### config.mk
export PLATFORM = sky130hd
export DESIGN_NAME = marker_pose_heading_update_top
export DESIGN_NICKNAME = d
export VERILOG_FILES = /design/src/rtl/mphu_pkg.sv /design/src/rtl/mphu_ctrl.sv /design/src/rtl/mphu_dp.sv /design/src/rtl/marker_pose_heading_update_top.sv
export SDC_FILE = /design/constraint.sdc
export NUM_CORES = 2
export LEC_CHECK = 0
export ABC_AREA = 1
export BUFFER_PORTS_ARGS = -buffer_cell sky130_fd_sc_hd__buf_4
export CORE_UTILIZATION = 55
export DETAILED_ROUTE_END_ITERATION = 6
export GPL_TIMING_DRIVEN = 0
export PLACE_DENSITY = 0.76
export REMOVE_ABC_BUFFERS = 1
export SLEW_MARGIN = 20
export SYNTH_ARGS = -nofsm -noshare
export SYNTH_HDL_FRONTEND = slang
export SYNTH_SLANG_ARGS = --single-unit
### constraint.sdc
create_clock -name clk -period 10.9 [get_ports clk]
set_input_delay 2.18 -clock clk [delete_from_list [all_inputs] [get_ports clk]]
set_output_delay 2.18 -clock clk [all_outputs]
set_load 0.03 [all_outputs]
### src/rtl/mphu_pkg.sv
// ----------------------------------------------------------------------------
// Marker pose and heading update - package
// Widths, turn constants, register indexes, control types and the CORDIC
// arctangent table.
// ----------------------------------------------------------------------------
package mphu_pkg;

  localparam int COORD_BITS   = 12;
  localparam int CORDIC_STEPS = 16;

  // Pixel fields on the stream are 12 bits; coordinates keep COORD_BITS of them
  localparam int PIX_W   = 12;
  localparam int COORD_W = (COORD_BITS < PIX_W) ? COORD_BITS : PIX_W;
  localparam int DIFF_W  = COORD_W + 1;
  localparam int SCALE_W = 16;
  localparam int PROD_W  = DIFF_W + SCALE_W + 1;
  localparam int ACC_W   = 32;
  localparam int SUM_W   = ACC_W + 1;
  localparam int CNT_W   = 32;
  localparam int HEAD_W  = 16;

  // CORDIC datapath: vectors scaled by 2^16, angles in 2^-16 degree
  localparam int VEC_W     = 32;
  localparam int ANG_SH    = 16;
  localparam int TAB_LEN   = 24;
  localparam int TAB_IDX_W = 5;
  localparam int CORDIC_N  = (CORDIC_STEPS < TAB_LEN) ? CORDIC_STEPS : TAB_LEN;
  localparam int STEP_W    = $clog2(CORDIC_N);
  localparam logic [STEP_W-1:0] STEP_LAST = STEP_W'(CORDIC_N - 1);

  localparam logic signed [VEC_W-1:0] QUARTER_TURN = VEC_W'(90 * 65536);
  localparam logic signed [VEC_W-1:0] HALF_TURN    = VEC_W'(180 * 65536);
  localparam logic signed [VEC_W-1:0] FULL_TURN    = VEC_W'(360 * 65536);

  // Wrapped fine angle fits below 2^25; heading keeps bits 24..9 after rounding
  localparam int FINE_W  = 25;
  localparam int HEAD_SH = 9;
  localparam logic [FINE_W-1:0] HEAD_ROUND = FINE_W'(256);
  localparam logic [HEAD_W-1:0] HEAD_WRAP  = HEAD_W'(46080);

  // Stream payload widths
  localparam int IN_TDATA_W  = 4 * PIX_W;
  localparam int OUT_TDATA_W = 2 * ACC_W + HEAD_W + CNT_W;

  // Configuration register indexes
  localparam int REG_ADDR_W = 1;
  typedef enum logic [REG_ADDR_W-1:0] {
    REG_SCALE_X = 1'b0,
    REG_SCALE_Y = 1'b1
  } mphu_reg_t;

  typedef enum logic [2:0] {
    ST_IDLE,
    ST_PRE,
    ST_ACC,
    ST_ITER,
    ST_FIN,
    ST_EMIT
  } mphu_state_t;

  typedef struct packed {
    logic              capture;
    logic              clear_acc;
    logic              pre;
    logic              acc;
    logic              iter;
    logic [STEP_W-1:0] step;
    logic              fin;
    logic              emit;
  } mphu_cmd_t;

  typedef struct packed {
    logic out_free;
  } mphu_sts_t;

  // atan(2^-i) in 2^-16 degree
  function automatic logic signed [VEC_W-1:0] mphu_atan(input logic [TAB_IDX_W-1:0] idx);
    case (idx)
      5'd0:    return 32'sd2949120;
      5'd1:    return 32'sd1740967;
      5'd2:    return 32'sd919879;
      5'd3:    return 32'sd466945;
      5'd4:    return 32'sd234379;
      5'd5:    return 32'sd117304;
      5'd6:    return 32'sd58666;
      5'd7:    return 32'sd29335;
      5'd8:    return 32'sd14668;
      5'd9:    return 32'sd7334;
      5'd10:   return 32'sd3667;
      5'd11:   return 32'sd1833;
      5'd12:   return 32'sd917;
      5'd13:   return 32'sd458;
      5'd14:   return 32'sd229;
      5'd15:   return 32'sd115;
      5'd16:   return 32'sd57;
      5'd17:   return 32'sd29;
      5'd18:   return 32'sd14;
      5'd19:   return 32'sd7;
      5'd20:   return 32'sd4;
      5'd21:   return 32'sd2;
      5'd22:   return 32'sd1;
      default: return 32'sd0;
    endcase
  endfunction

endpackage

### src/rtl/mphu_ctrl.sv
// ----------------------------------------------------------------------------
// Marker pose and heading update - controller
// Sequences one request through setup, accumulate, CORDIC steps, heading
// wrap and result hand-off.
// ----------------------------------------------------------------------------
module mphu_ctrl import mphu_pkg::*; (
  input  logic      clk,
  input  logic      rst_n,
  input  logic      in_tvalid,
  input  logic      in_tuser,
  output logic      in_tready,
  input  mphu_sts_t sts,
  output mphu_cmd_t cmd
);

  mphu_state_t       state_r, state_nxt;
  logic [STEP_W-1:0] step_r, step_nxt;

  always_ff @(posedge clk) begin
    if (!rst_n) begin
      state_r <= ST_IDLE;
      step_r  <= '0;
    end else begin
      state_r <= state_nxt;
      step_r  <= step_nxt;
    end
  end

  always_comb begin
    state_nxt = state_r;
    case (state_r)
      ST_IDLE: begin
        // a restart request is absorbed here and makes no result
        if (in_tvalid && !in_tuser) state_nxt = ST_PRE;
      end
      ST_PRE:  state_nxt = ST_ACC;
      ST_ACC:  state_nxt = ST_ITER;
      ST_ITER: begin
        if (step_r == STEP_LAST) state_nxt = ST_FIN;
      end
      ST_FIN:  state_nxt = ST_EMIT;
      ST_EMIT: begin
        if (sts.out_free) state_nxt = ST_IDLE;
      end
      default: state_nxt = ST_IDLE;
    endcase
  end

  always_comb begin
    step_nxt = '0;
    if (state_r == ST_ITER && step_r != STEP_LAST) step_nxt = step_r + 1'b1;
  end

  always_comb begin
    cmd       = '0;
    cmd.step  = step_r;
    in_tready = 1'b0;
    case (state_r)
      ST_IDLE: begin
        in_tready     = 1'b1;
        cmd.capture   = in_tvalid && !in_tuser;
        cmd.clear_acc = in_tvalid && in_tuser;
      end
      ST_PRE:  cmd.pre  = 1'b1;
      ST_ACC:  cmd.acc  = 1'b1;
      ST_ITER: cmd.iter = 1'b1;
      ST_FIN:  cmd.fin  = 1'b1;
      ST_EMIT: cmd.emit = sts.out_free;
      default: cmd      = '0;
    endcase
  end

endmodule

### src/rtl/mphu_dp.sv
// ----------------------------------------------------------------------------
// Marker pose and heading update - datapath
// Scale registers, position accumulators with saturation, iterative CORDIC
// vectoring unit, heading rounding and the output register.
// ----------------------------------------------------------------------------
module mphu_dp import mphu_pkg::*; (
  input  logic                   clk,
  input  logic                   rst_n,
  input  mphu_cmd_t              cmd,
  output mphu_sts_t              sts,
  input  logic                   cfg_we,
  input  logic [REG_ADDR_W-1:0]  cfg_addr,
  input  logic [SCALE_W-1:0]     cfg_wdata,
  input  logic [IN_TDATA_W-1:0]  in_tdata,
  output logic                   out_tvalid,
  input  logic                   out_tready,
  output logic [OUT_TDATA_W-1:0] out_tdata
);

  localparam logic signed [ACC_W-1:0] ACC_MAX = {1'b0, {(ACC_W-1){1'b1}}};
  localparam logic signed [ACC_W-1:0] ACC_MIN = {1'b1, {(ACC_W-1){1'b0}}};

  function automatic logic signed [ACC_W-1:0] sat_acc(input logic signed [SUM_W-1:0] s);
    if (s[SUM_W-1] != s[SUM_W-2]) return s[SUM_W-1] ? ACC_MIN : ACC_MAX;
    return s[ACC_W-1:0];
  endfunction

  logic [SCALE_W-1:0]        scale_x_r, scale_y_r;
  logic [COORD_W-1:0]        mx_r, my_r, ax_r, ay_r;
  logic [COORD_W-1:0]        prev_px_r, prev_py_r;
  logic signed [ACC_W-1:0]   acc_x_r, acc_y_r, acc_x_nxt, acc_y_nxt;
  logic signed [PROD_W-1:0]  prod_x_r, prod_y_r, prod_x_nxt, prod_y_nxt;
  logic signed [VEC_W-1:0]   x_r, y_r, z_r, x_nxt, y_nxt, z_nxt;
  logic                      zero_r;
  logic [FINE_W-1:0]         fine_r;
  logic                      first_done_r;
  logic [CNT_W-1:0]          emit_count_r;
  logic                      out_valid_r;
  logic [OUT_TDATA_W-1:0]    out_data_r;

  logic signed [DIFF_W-1:0]  dxa, dya, dmx, dmy;
  logic signed [SCALE_W:0]   sx_s, sy_s;
  logic signed [VEC_W-1:0]   xi, yi, xs, ys, atan_v, z_eff, fine0, fine_w;
  logic signed [SUM_W-1:0]   sum_x, sum_y;
  logic [FINE_W-1:0]         rnd;
  logic [HEAD_W-1:0]         head_raw, head;

  // configuration
  always_ff @(posedge clk) begin
    if (!rst_n) begin
      scale_x_r <= '0;
      scale_y_r <= '0;
    end else if (cfg_we) begin
      case (mphu_reg_t'(cfg_addr))
        REG_SCALE_X: scale_x_r <= cfg_wdata;
        REG_SCALE_Y: scale_y_r <= cfg_wdata;
        default: ;
      endcase
    end
  end

  // hold the frame's coordinates for the whole request
  always_ff @(posedge clk) begin
    if (cmd.capture) begin
      mx_r <= in_tdata[0*PIX_W +: COORD_W];
      my_r <= in_tdata[1*PIX_W +: COORD_W];
      ax_r <= in_tdata[2*PIX_W +: COORD_W];
      ay_r <= in_tdata[3*PIX_W +: COORD_W];
    end
  end

  // setup: marker differences, motion products and CORDIC pre-rotation
  assign dxa  = $signed({1'b0, ax_r}) - $signed({1'b0, mx_r});
  assign dya  = $signed({1'b0, ay_r}) - $signed({1'b0, my_r});
  assign dmx  = $signed({1'b0, mx_r}) - $signed({1'b0, prev_px_r});
  assign dmy  = $signed({1'b0, my_r}) - $signed({1'b0, prev_py_r});
  assign sx_s = $signed({1'b0, scale_x_r});
  assign sy_s = $signed({1'b0, scale_y_r});
  assign prod_x_nxt = PROD_W'(dmx) * PROD_W'(sx_s);
  assign prod_y_nxt = PROD_W'(dmy) * PROD_W'(sy_s);

  // the column difference of the aux marker is the CORDIC y input
  assign xi = VEC_W'(dya) <<< ANG_SH;
  assign yi = VEC_W'(dxa) <<< ANG_SH;

  assign xs     = x_r >>> cmd.step;
  assign ys     = y_r >>> cmd.step;
  assign atan_v = mphu_atan(TAB_IDX_W'(cmd.step));

  always_comb begin
    x_nxt = x_r;
    y_nxt = y_r;
    z_nxt = z_r;
    if (cmd.pre) begin
      x_nxt = xi;
      y_nxt = yi;
      z_nxt = '0;
      // fold the left half plane in by a quarter turn
      if (xi[VEC_W-1]) begin
        if (!yi[VEC_W-1]) begin
          x_nxt = yi;
          y_nxt = -xi;
          z_nxt = QUARTER_TURN;
        end else begin
          x_nxt = -yi;
          y_nxt = xi;
          z_nxt = -QUARTER_TURN;
        end
      end
    end else if (cmd.iter) begin
      if (!y_r[VEC_W-1]) begin
        x_nxt = x_r + ys;
        y_nxt = y_r - xs;
        z_nxt = z_r + atan_v;
      end else begin
        x_nxt = x_r - ys;
        y_nxt = y_r + xs;
        z_nxt = z_r - atan_v;
      end
    end
  end

  always_ff @(posedge clk) begin
    x_r <= x_nxt;
    y_r <= y_nxt;
    z_r <= z_nxt;
    if (cmd.pre) begin
      prod_x_r <= prod_x_nxt;
      prod_y_r <= prod_y_nxt;
      zero_r   <= (dxa == '0) && (dya == '0);
    end
  end

  // accumulate: world Y runs against the pixel row direction
  assign sum_x = SUM_W'(acc_x_r) + SUM_W'(prod_x_r);
  assign sum_y = SUM_W'(acc_y_r) - SUM_W'(prod_y_r);

  always_comb begin
    acc_x_nxt = acc_x_r;
    acc_y_nxt = acc_y_r;
    if (cmd.clear_acc) begin
      acc_x_nxt = '0;
      acc_y_nxt = '0;
    end else if (cmd.acc) begin
      // the first result after reset starts the world position at zero
      acc_x_nxt = first_done_r ? sat_acc(sum_x) : '0;
      acc_y_nxt = first_done_r ? sat_acc(sum_y) : '0;
    end
  end

  always_ff @(posedge clk) begin
    if (!rst_n) begin
      acc_x_r <= '0;
      acc_y_r <= '0;
    end else begin
      acc_x_r <= acc_x_nxt;
      acc_y_r <= acc_y_nxt;
    end
  end

  // heading: half turn minus the angle, wrapped into one turn
  assign z_eff  = zero_r ? '0 : z_r;
  assign fine0  = HALF_TURN - z_eff;
  assign fine_w = fine0[VEC_W-1] ? fine0 + FULL_TURN :
                  (fine0 >= FULL_TURN) ? fine0 - FULL_TURN : fine0;

  always_ff @(posedge clk) begin
    if (cmd.fin) fine_r <= fine_w[FINE_W-1:0];
  end

  assign rnd      = fine_r + HEAD_ROUND;
  assign head_raw = rnd[FINE_W-1:HEAD_SH];
  assign head     = (!first_done_r || head_raw >= HEAD_WRAP) ? '0 : head_raw;

  // result hand-off and per-result state
  always_ff @(posedge clk) begin
    if (!rst_n) begin
      out_valid_r  <= 1'b0;
      first_done_r <= 1'b0;
      emit_count_r <= '0;
      prev_px_r    <= '0;
      prev_py_r    <= '0;
    end else begin
      if (cmd.emit) begin
        out_valid_r  <= 1'b1;
        first_done_r <= 1'b1;
        emit_count_r <= emit_count_r + 1'b1;
        prev_px_r    <= mx_r;
        prev_py_r    <= my_r;
      end else if (out_tready) begin
        out_valid_r <= 1'b0;
      end
    end
  end

  always_ff @(posedge clk) begin
    if (cmd.emit) out_data_r <= {emit_count_r, head, acc_y_r, acc_x_r};
  end

  assign sts.out_free = !out_valid_r || out_tready;
  assign out_tvalid   = out_valid_r;
  assign out_tdata    = out_data_r;

endmodule

### src/rtl/marker_pose_heading_update_top.sv
// ----------------------------------------------------------------------------
// Marker pose and heading update - top level
// Integrates marker motion into a world position and finds the heading from
// the main-to-auxiliary marker vector with an iterative CORDIC.
// ----------------------------------------------------------------------------
// Usage:
//   in_*  : one request per camera frame. in_tuser is the restart flag; a
//           restart zeroes the world position and makes no result.
//   out_* : one result per frame that is not a restart, held in an output
//           register until out_tready takes it.
//   cfg_* : scale_x (index 0) and scale_y (index 1), written while idle.
// Timing: a frame request yields out_tvalid after the setup, accumulate,
//   CORDIC step, heading wrap and hand-off states, and in_tready returns in
//   the same cycle, so the next frame is taken only after that hand-off. The
//   CORDIC unit does one micro-rotation per cycle.
// A pending result does not block the next request; only when a new result
//   is ready while the previous one still stalls does the block wait.
// Reset (rst_n low, synchronous) clears the scales, world position, sample
//   index and the first-result flag; the first result after reset reports
//   zero position and heading.
// ----------------------------------------------------------------------------
module marker_pose_heading_update_top import mphu_pkg::*; (
  input  logic                   clk,
  input  logic                   rst_n,
  input  logic                   in_tvalid,
  output logic                   in_tready,
  input  logic [IN_TDATA_W-1:0]  in_tdata,   // main_px, main_py, aux_px, aux_py
  input  logic                   in_tuser,   // restart
  output logic                   out_tvalid,
  input  logic                   out_tready,
  output logic [OUT_TDATA_W-1:0] out_tdata,  // world_x, world_y, heading, sample_index
  input  logic                   cfg_we,
  input  logic [REG_ADDR_W-1:0]  cfg_addr,
  input  logic [SCALE_W-1:0]     cfg_wdata
);

  mphu_cmd_t cmd;
  mphu_sts_t sts;

  mphu_ctrl u_ctrl (
    .clk       (clk),
    .rst_n     (rst_n),
    .in_tvalid (in_tvalid),
    .in_tuser  (in_tuser),
    .in_tready (in_tready),
    .sts       (sts),
    .cmd       (cmd)
  );

  mphu_dp u_dp (
    .clk        (clk),
    .rst_n      (rst_n),
    .cmd        (cmd),
    .sts        (sts),
    .cfg_we     (cfg_we),
    .cfg_addr   (cfg_addr),
    .cfg_wdata  (cfg_wdata),
    .in_tdata   (in_tdata),
    .out_tvalid (out_tvalid),
    .out_tready (out_tready),
    .out_tdata  (out_tdata)
  );

endmodule

# --- After elaboration in Yosys (flattened, before gate mapping) ---
# Memories as Yosys holds them, arrays and structs flattened.
# Cells that the tools add are included.
word_totals:
  in_bits: 71
  latchBits: 0
  ramBits: 0
  ff_bits: 503
  out_inout_bits: 114
  rom_bits: 352
  memories: 1
  wordCells: 131
memory_table:
  columns: ["name", "words", "width", "rd", "rd_ports_with_merged_regs", "write_ports", "line_no", "rtl"]
  rows:
  - ["(name not given)", 16, 22, 1, 0, 0, "mphu_pkg.sv:78", "case (idx)"]
classes:
  n_reduce_logical: 20
  shifts: 2
  n_lt_le_gt_ge: 2
  multipliers: 2
  add_sub_neg: 20
  n_mux: 46
  div_mod_pow: 0
  eq_ne: 12
  bitwise_logic: 2
ops:
  columns: ["cell", "n"]
  rows:
  - ["2-to-1 mux 32 bit", 24]
  - ["adder 32 bit", 3]
  - ["subtractor 32 bit", 3]
  - ["negator 29 -> 32 bit", 2]
  - [">>> shifter 32 x 4 -> 32 bit", 2]
  - ["multiplier 13 x 17 -> 30 bit", 2]
  - ["subtractor 12 x 12 -> 13 bit", 4]
  - ["2-to-1 mux 25 bit", 2]
  - ["adder 32 x 30 -> 33 bit", 1]
  - ["subtractor 32 x 30 -> 33 bit", 1]
  - ["adder 32 x 1 -> 32 bit (second input constant)", 1]
  - [">= comparator 32 x 26 -> 1 bit (second input constant)", 1]
  - ["subtractor 25 x 32 -> 32 bit (first input constant)", 1]
  - ["zero test 13 bit", 2]
  - ["adder 25 bit (second input constant)", 1]
  - ["adder 25 x 9 -> 25 bit (second input constant)", 1]
  - ["subtractor 25 bit (second input constant)", 1]
  - ["case mux 3 bit (6 select lines)", 1]
  - [">= comparator 16 bit (second input constant)", 1]
  - ["2-to-1 mux 1 bit", 14]
  - ["2-to-1 mux 3 bit", 3]
  - ["equality test 3 x 2 -> 1 bit (second input constant)", 2]
  - ["equality test 3 bit (second input constant)", 2]
  - ["!= test 2 x 1 -> 1 bit (second input constant)", 3]
  - ["other kinds (17)", 28]

# --- Depth between registers and ports, before layout ---
depth:
  depth_word: 8
  mapped_depth: 35
  depth_no_buf: 34

# --- By module ---
# A second synthesis with hierarchy kept.
unflattened:
  hier_cells: 6645
  area_unflattened_um2: 49881.6
modules_own_cells:
  columns: ["module", "seq_area_each_um2", "n_inst", "area_per_inst_um2", "cells_per_inst"]
  rows:
  - ["mphu_dp", 13112.6, 1, 49447.4, 6578]
  - ["mphu_ctrl", 140.1, 1, 434.2, 67]

# --- Worst setup path after synthesis ---
# OpenSTA, ideal clock, no wires.
synth_timing:
  path_kind: "reg-to-reg"
  start: "register u_ctrl.state_r[0]"
  end: "register u_dp.y_r[20] (data pin)"
  t_arrival_ns: 8.013
  setup_ns: 0.147
  t_required_ns: 10.753
  slack_ns: 2.740
  n_path_buf: 1
  stages_incl_launch_ff: 8
  period_less_slack_ns: 8.160
  cell_sequence: "dfxtp_1 > inv_1 > nor2_1 > nand2_1 > clkinv_1 > clkbuf_1 > o221ai_1 > nand2_1"
synth_via:
  elab_chain_cells: 8
  elab_cells_between_ends: 15
  classes_between: "add/sub: 2; eq/ne: 5; shift: 1; mux: 5; reduce/logical: 2"
synth_rtl:
  columns: ["element", "line_no", "rtl"]
  rows:
  - ["start, declared", "mphu_ctrl.sv:16", "mphu_state_t state_r, state_nxt;"]
  - ["start signal, assigned", "mphu_ctrl.sv:24", "state_r <= state_nxt;"]
  - ["equality test 3 x 1 -> 1 bit, or another cell as far along", "mphu_ctrl.sv:58", "case (state_r)"]
  - ["OR reduction 6 bit (no line)", null, null]
  - ["2-to-1 mux 4 bit", "mphu_ctrl.sv:58", null]
  - [">>> shifter 32 x 4 -> 32 bit", "mphu_dp.sv:86", "assign xs = x_r >>> cmd.step;"]
  - ["subtractor 32 bit / adder 32 bit (equally long branches)", "mphu_dp.sv:113, mphu_dp.sv:117", null]
  - ["2-to-1 mux 32 bit", "mphu_dp.sv:111", "if (!y_r[VEC_W-1]) begin"]
  - ["2-to-1 mux 32 bit", "mphu_dp.sv:110", "end else if (cmd.iter) begin"]
  - ["2-to-1 mux 32 bit *", "mphu_dp.sv:94", "if (cmd.pre) begin"]
  - ["via u_dp.y_nxt[20]", "mphu_dp.sv:33", "logic signed [VEC_W-1:0] x_r, y_r, z_r, x_nxt, y_nxt, z_nxt;"]
  - ["end signal, assigned", "mphu_dp.sv:125", "y_r <= y_nxt;"]
  - ["end, declared", "mphu_dp.sv:33", null]
# Mark *: on every way through the listed nets, which the timed path passes. The rest lies on a longest branch. The select of a mux whose other input is x is not followed.
# A chain may end at the register's enable or synchronous reset.

# --- Worst setup path after layout ---
layout_timing:
  start: "register u_dp.my_r[2]"
  end: "register u_dp.prod_y_r[28] (data pin)"
layout_via:
  elab_chain_cells: 2
layout_rtl:
  columns: ["element", "line_no", "rtl"]
  rows:
  - ["start, declared", "mphu_dp.sv:29", "logic [COORD_W-1:0] mx_r, my_r, ax_r, ay_r;"]
  - ["start signal, assigned", "mphu_dp.sv:66", "my_r <= in_tdata[1*PIX_W +: COORD_W];"]
  - ["subtractor 12 x 12 -> 13 bit", "mphu_dp.sv:76", "assign dmy = $signed({1'b0, my_r}) - $signed({1'b0, prev_py_r});"]
  - ["multiplier 13 x 17 -> 30 bit", "mphu_dp.sv:80", "assign prod_y_nxt = PROD_W'(dmy) * PROD_W'(sy_s);"]
  - ["via u_dp.prod_y_nxt[28]", "mphu_dp.sv:32", "logic signed [PROD_W-1:0] prod_x_r, prod_y_r, prod_x_nxt, prod_y_nxt;"]
  - ["end signal, assigned", "mphu_dp.sv:129", "prod_y_r <= prod_y_nxt;"]
  - ["end, declared", "mphu_dp.sv:32", null]
# The timed path passes the listed nets, and every way through them passes these cells.

==> summary.md <==
| Metric | Value |
|---|---|
| Routed vias | 43700 |
| YS warnings | 0 |
| Lkg Pwr | 0.0251 uW |
| Peak supply drop | 0.398 mV |
| Hold Vio Cnt, Final | 0 |
| DRT antenna net count | 0 |
| CTS root buf | clkbuf_16 |
| Synth cell types | 63 |
| # nets final | 7316 |
| R2R cell count | 30 |
| HPWL after DPL | 106 mm |
| Synthesized instance count | 6435 |
| Slowest cell on crit path | xor2_2 |
| DRT Wirelength | 134 mm |
| Min cycle time layout | 8430 ps |
| IO buf count | 184 |
| Outcome | complete, no violations |
| Max-cap viol count | 0 |
| Commonest cells post-synth | nand2_1 (1503), inv_1 (880), nor2_1 (531), a21oi_1 (521), nand3_1 (516) |
| R2R Setup Slk | 2470 ps |
| Die width | 300 um |
| Largest net degree at the start of global routing | 78 |
| Hold Slack | 464 ps |
| Core area | 87400 um^2 |
| Power Dens Cells | 348 nW/um^2 |
| Synth top area cells | edfxtp_1 (21%), fa_1 (13%), nand2_1 (12%) |
| CP Capture Type | flip-flop |
| RSZ-0062 raised after global routing | false |
| Layout fillers | 7938 |
| Vias in the first global route | 41700 |
| Layout cells sized above 1 | 6.53% |
| Num CTS Buffers | 57 |
| Synth area leader | edfxtp_1 |
| Clock Tree Buf Depth | 3 |
| Hold EP | u_dp.out_tdata[32] |
| Skew-Pair Late Insertion Delay | 660 ps |
| Finish-stage setup viols | 0 |
| Period utilization | 77.3% |
| H-tree levels | 2 |
| DRT Pass-1 Iters | 6 |
| Most frequent cell after synthesis | nand2_1 |
| Reg-to-Reg Start | u_dp.my_r[2] |
| CTS tree | done |
| Worst slew margin | 27.5% |
| HP Start | u_dp.acc_y_r[0] |
| Worst Hold Class | flip-flop to flip-flop |
| First-pass GRT wire length | 215 mm |
| Iter 0 DRT Violations | 3793 |
| Initial core utilization | 55.9% |
| GRT Total Usage | 29.7% |
| PostCTS Resize Cnt | 0 |
| Largest stage delay on the critical path | 660 ps |
| Layout area overhead | 9.38% |
| RR Endpoint | u_dp.prod_y_r[28] |
| Routed vias/inst | 5.66 |
| IO Pins | 185 |
| Worst-path clk slew | 60 ps |
| Crit path launch type | flip-flop |
| Fmax | 119 MHz |
| GRT overflow | 0 |
| Async S/R FF share, synth | 0% |
| Post-synth top area share | 20.5% |
| Clock Sinks | 495 |
| Worst Path Arrival | 8830 ps |
| Post-route DRC | 0 |
| Seq/Total Area, Yosys | 27.1% |
| Synthesized flop and latch total | 495 |
| Critical setup path kind | flip-flop to flip-flop |
| Worst-path fanout max | 16 |
| Hold_buf cts | 0 |
| Die area | 90100 um^2 |
| Worst-margin pin slew | 1080 ps |
| Tot Pwr | 18600 uW |
| Synth Flop Type | edfxtp_1 |
| Antenna violations before repair | 7 |
| DP Area | 51400 um^2 |
| Post-synth EDFFs | 334 |
| Num rows | 108 |
| Syn Area/Cell | 7.60 um^2 |
| Post-route design area | 53500 um^2 |
| Clock Skews | 15.3 ps |
| Synth Cell Area | 48900 um^2 |
| Die height | 300 um |
| Post-DR wirelength/cell | 17.4 um |
| Hold path depth | 0 |
| Final Max Tran Viols | 0 |
| Crit path required time | 11300 ps |
| Routability cong. | 0.963 |
| Postcts setup bufs | 0 |
[area by class of cell]
class,instances,area (um^2),share of cell area [%]
flip-flops and latches,495,13300,24.8
diodes,4,10.0,0.0187
inverters,895,3370,6.31
repair buffers,216,1920,3.59
clock buffers,71,1550,2.90
clock inverters,37,478,0.893
multi-input cells,4838,31500,58.8
well taps,1155,1450,2.70
[logic make-up after synthesis]
kind of cell	count (synthesis)	share of synthesized area, %
fa+ha+maj	742	23.8
buf+inv	1102	8.80
flops	495	27.1
simple gates	2816	24.4
xor+xnor	249	4.46
compound gates	1031	11.4
[metal layers]
layer  up-vias  part of all wire [%]  GRT usage [%]  routed length [um]
met5         -                0.0097              0                  13
met4         2                   3.7           10.7                4950
met2      1576                    46           48.1               61500
met1     20600                    43           39.6               57200
met3       262                   7.9           5.47               10600
li1      21200                     -              -                   -
[registers in the layout, indices dropped and copies added (netlist names), 16 cells and up]
signal,flops
u_dp.acc_x_r,32
u_dp.acc_y_r,32
u_dp.emit_count_r,32
u_dp.fine_r,17
u_dp.out_tdata,112
u_dp.prod_x_r,30
u_dp.prod_y_r,30
u_dp.scale_x_r,16
u_dp.scale_y_r,16
u_dp.x_r,32
u_dp.y_r,32
u_dp.z_r,32
[critical path: cells and delay by family, from the launching register on]
kind | cells | cell delay, ps
fa+ha+maj | 8 | 3860
compound gates | 10 | 1870
simple gates | 7 | 1050
xor+xnor | 2 | 830
flops | 1 | 410
buf+inv | 3 | 150
[where the power goes]
part | internal [uW] | switching [uW] | total (uW)
Sequential | 3050 | 375 | 3430
Combinational | 4750 | 8380 | 13100
Clock | 1230 | 848 | 2080
[metrics by stage]
| step | setup TNS (ps) | std cells | util [%] | setup slack (ps) |
|---|---|---|---|---|
| after global placement | -979390 | 7567 | 58.1 | -6350 |
| after global routing | 0 | 7711 | 61.2 | 2020 |
| final | 0 | 7711 | 61.2 | 2470 |
| after CTS | 0 | 7707 | 61.2 | 2610 |
| after floorplan | 0 | 6228 | - | 647 |
| after detailed placement | 0 | 7599 | 58.8 | 2620 |
[placed cells by master, fill, tap and decap left out, types with 160 or more instances in the layout]
master,instances
o21ai_0,331
dfxtp_1,160
edfxtp_1,334
inv_1,878
ha_1,425
buf_4,190
nor2_1,528
nand3_1,516
nand2_1,1499
a21oi_1,519
fa_1,317
[worst max-delay path by stage]
stage	from	to	slack [ps]	depth (start not counted)
after global routing	u_dp.mx_r[0]	u_dp.prod_x_r[24]	2020	29
after CTS	u_dp.my_r[2]	u_dp.prod_y_r[28]	2610	30
after detailed placement	u_dp.my_r[2]	u_dp.prod_y_r[28]	2620	30
after floorplan	out_tready	u_dp.emit_count_r[30]	650	10
final	u_dp.my_r[2]	u_dp.prod_y_r[28]	2470	30
after global placement	u_ctrl.state_r[0]	u_dp.y_r[17]	-6350	6
Power figures use the tool's default switching activity.
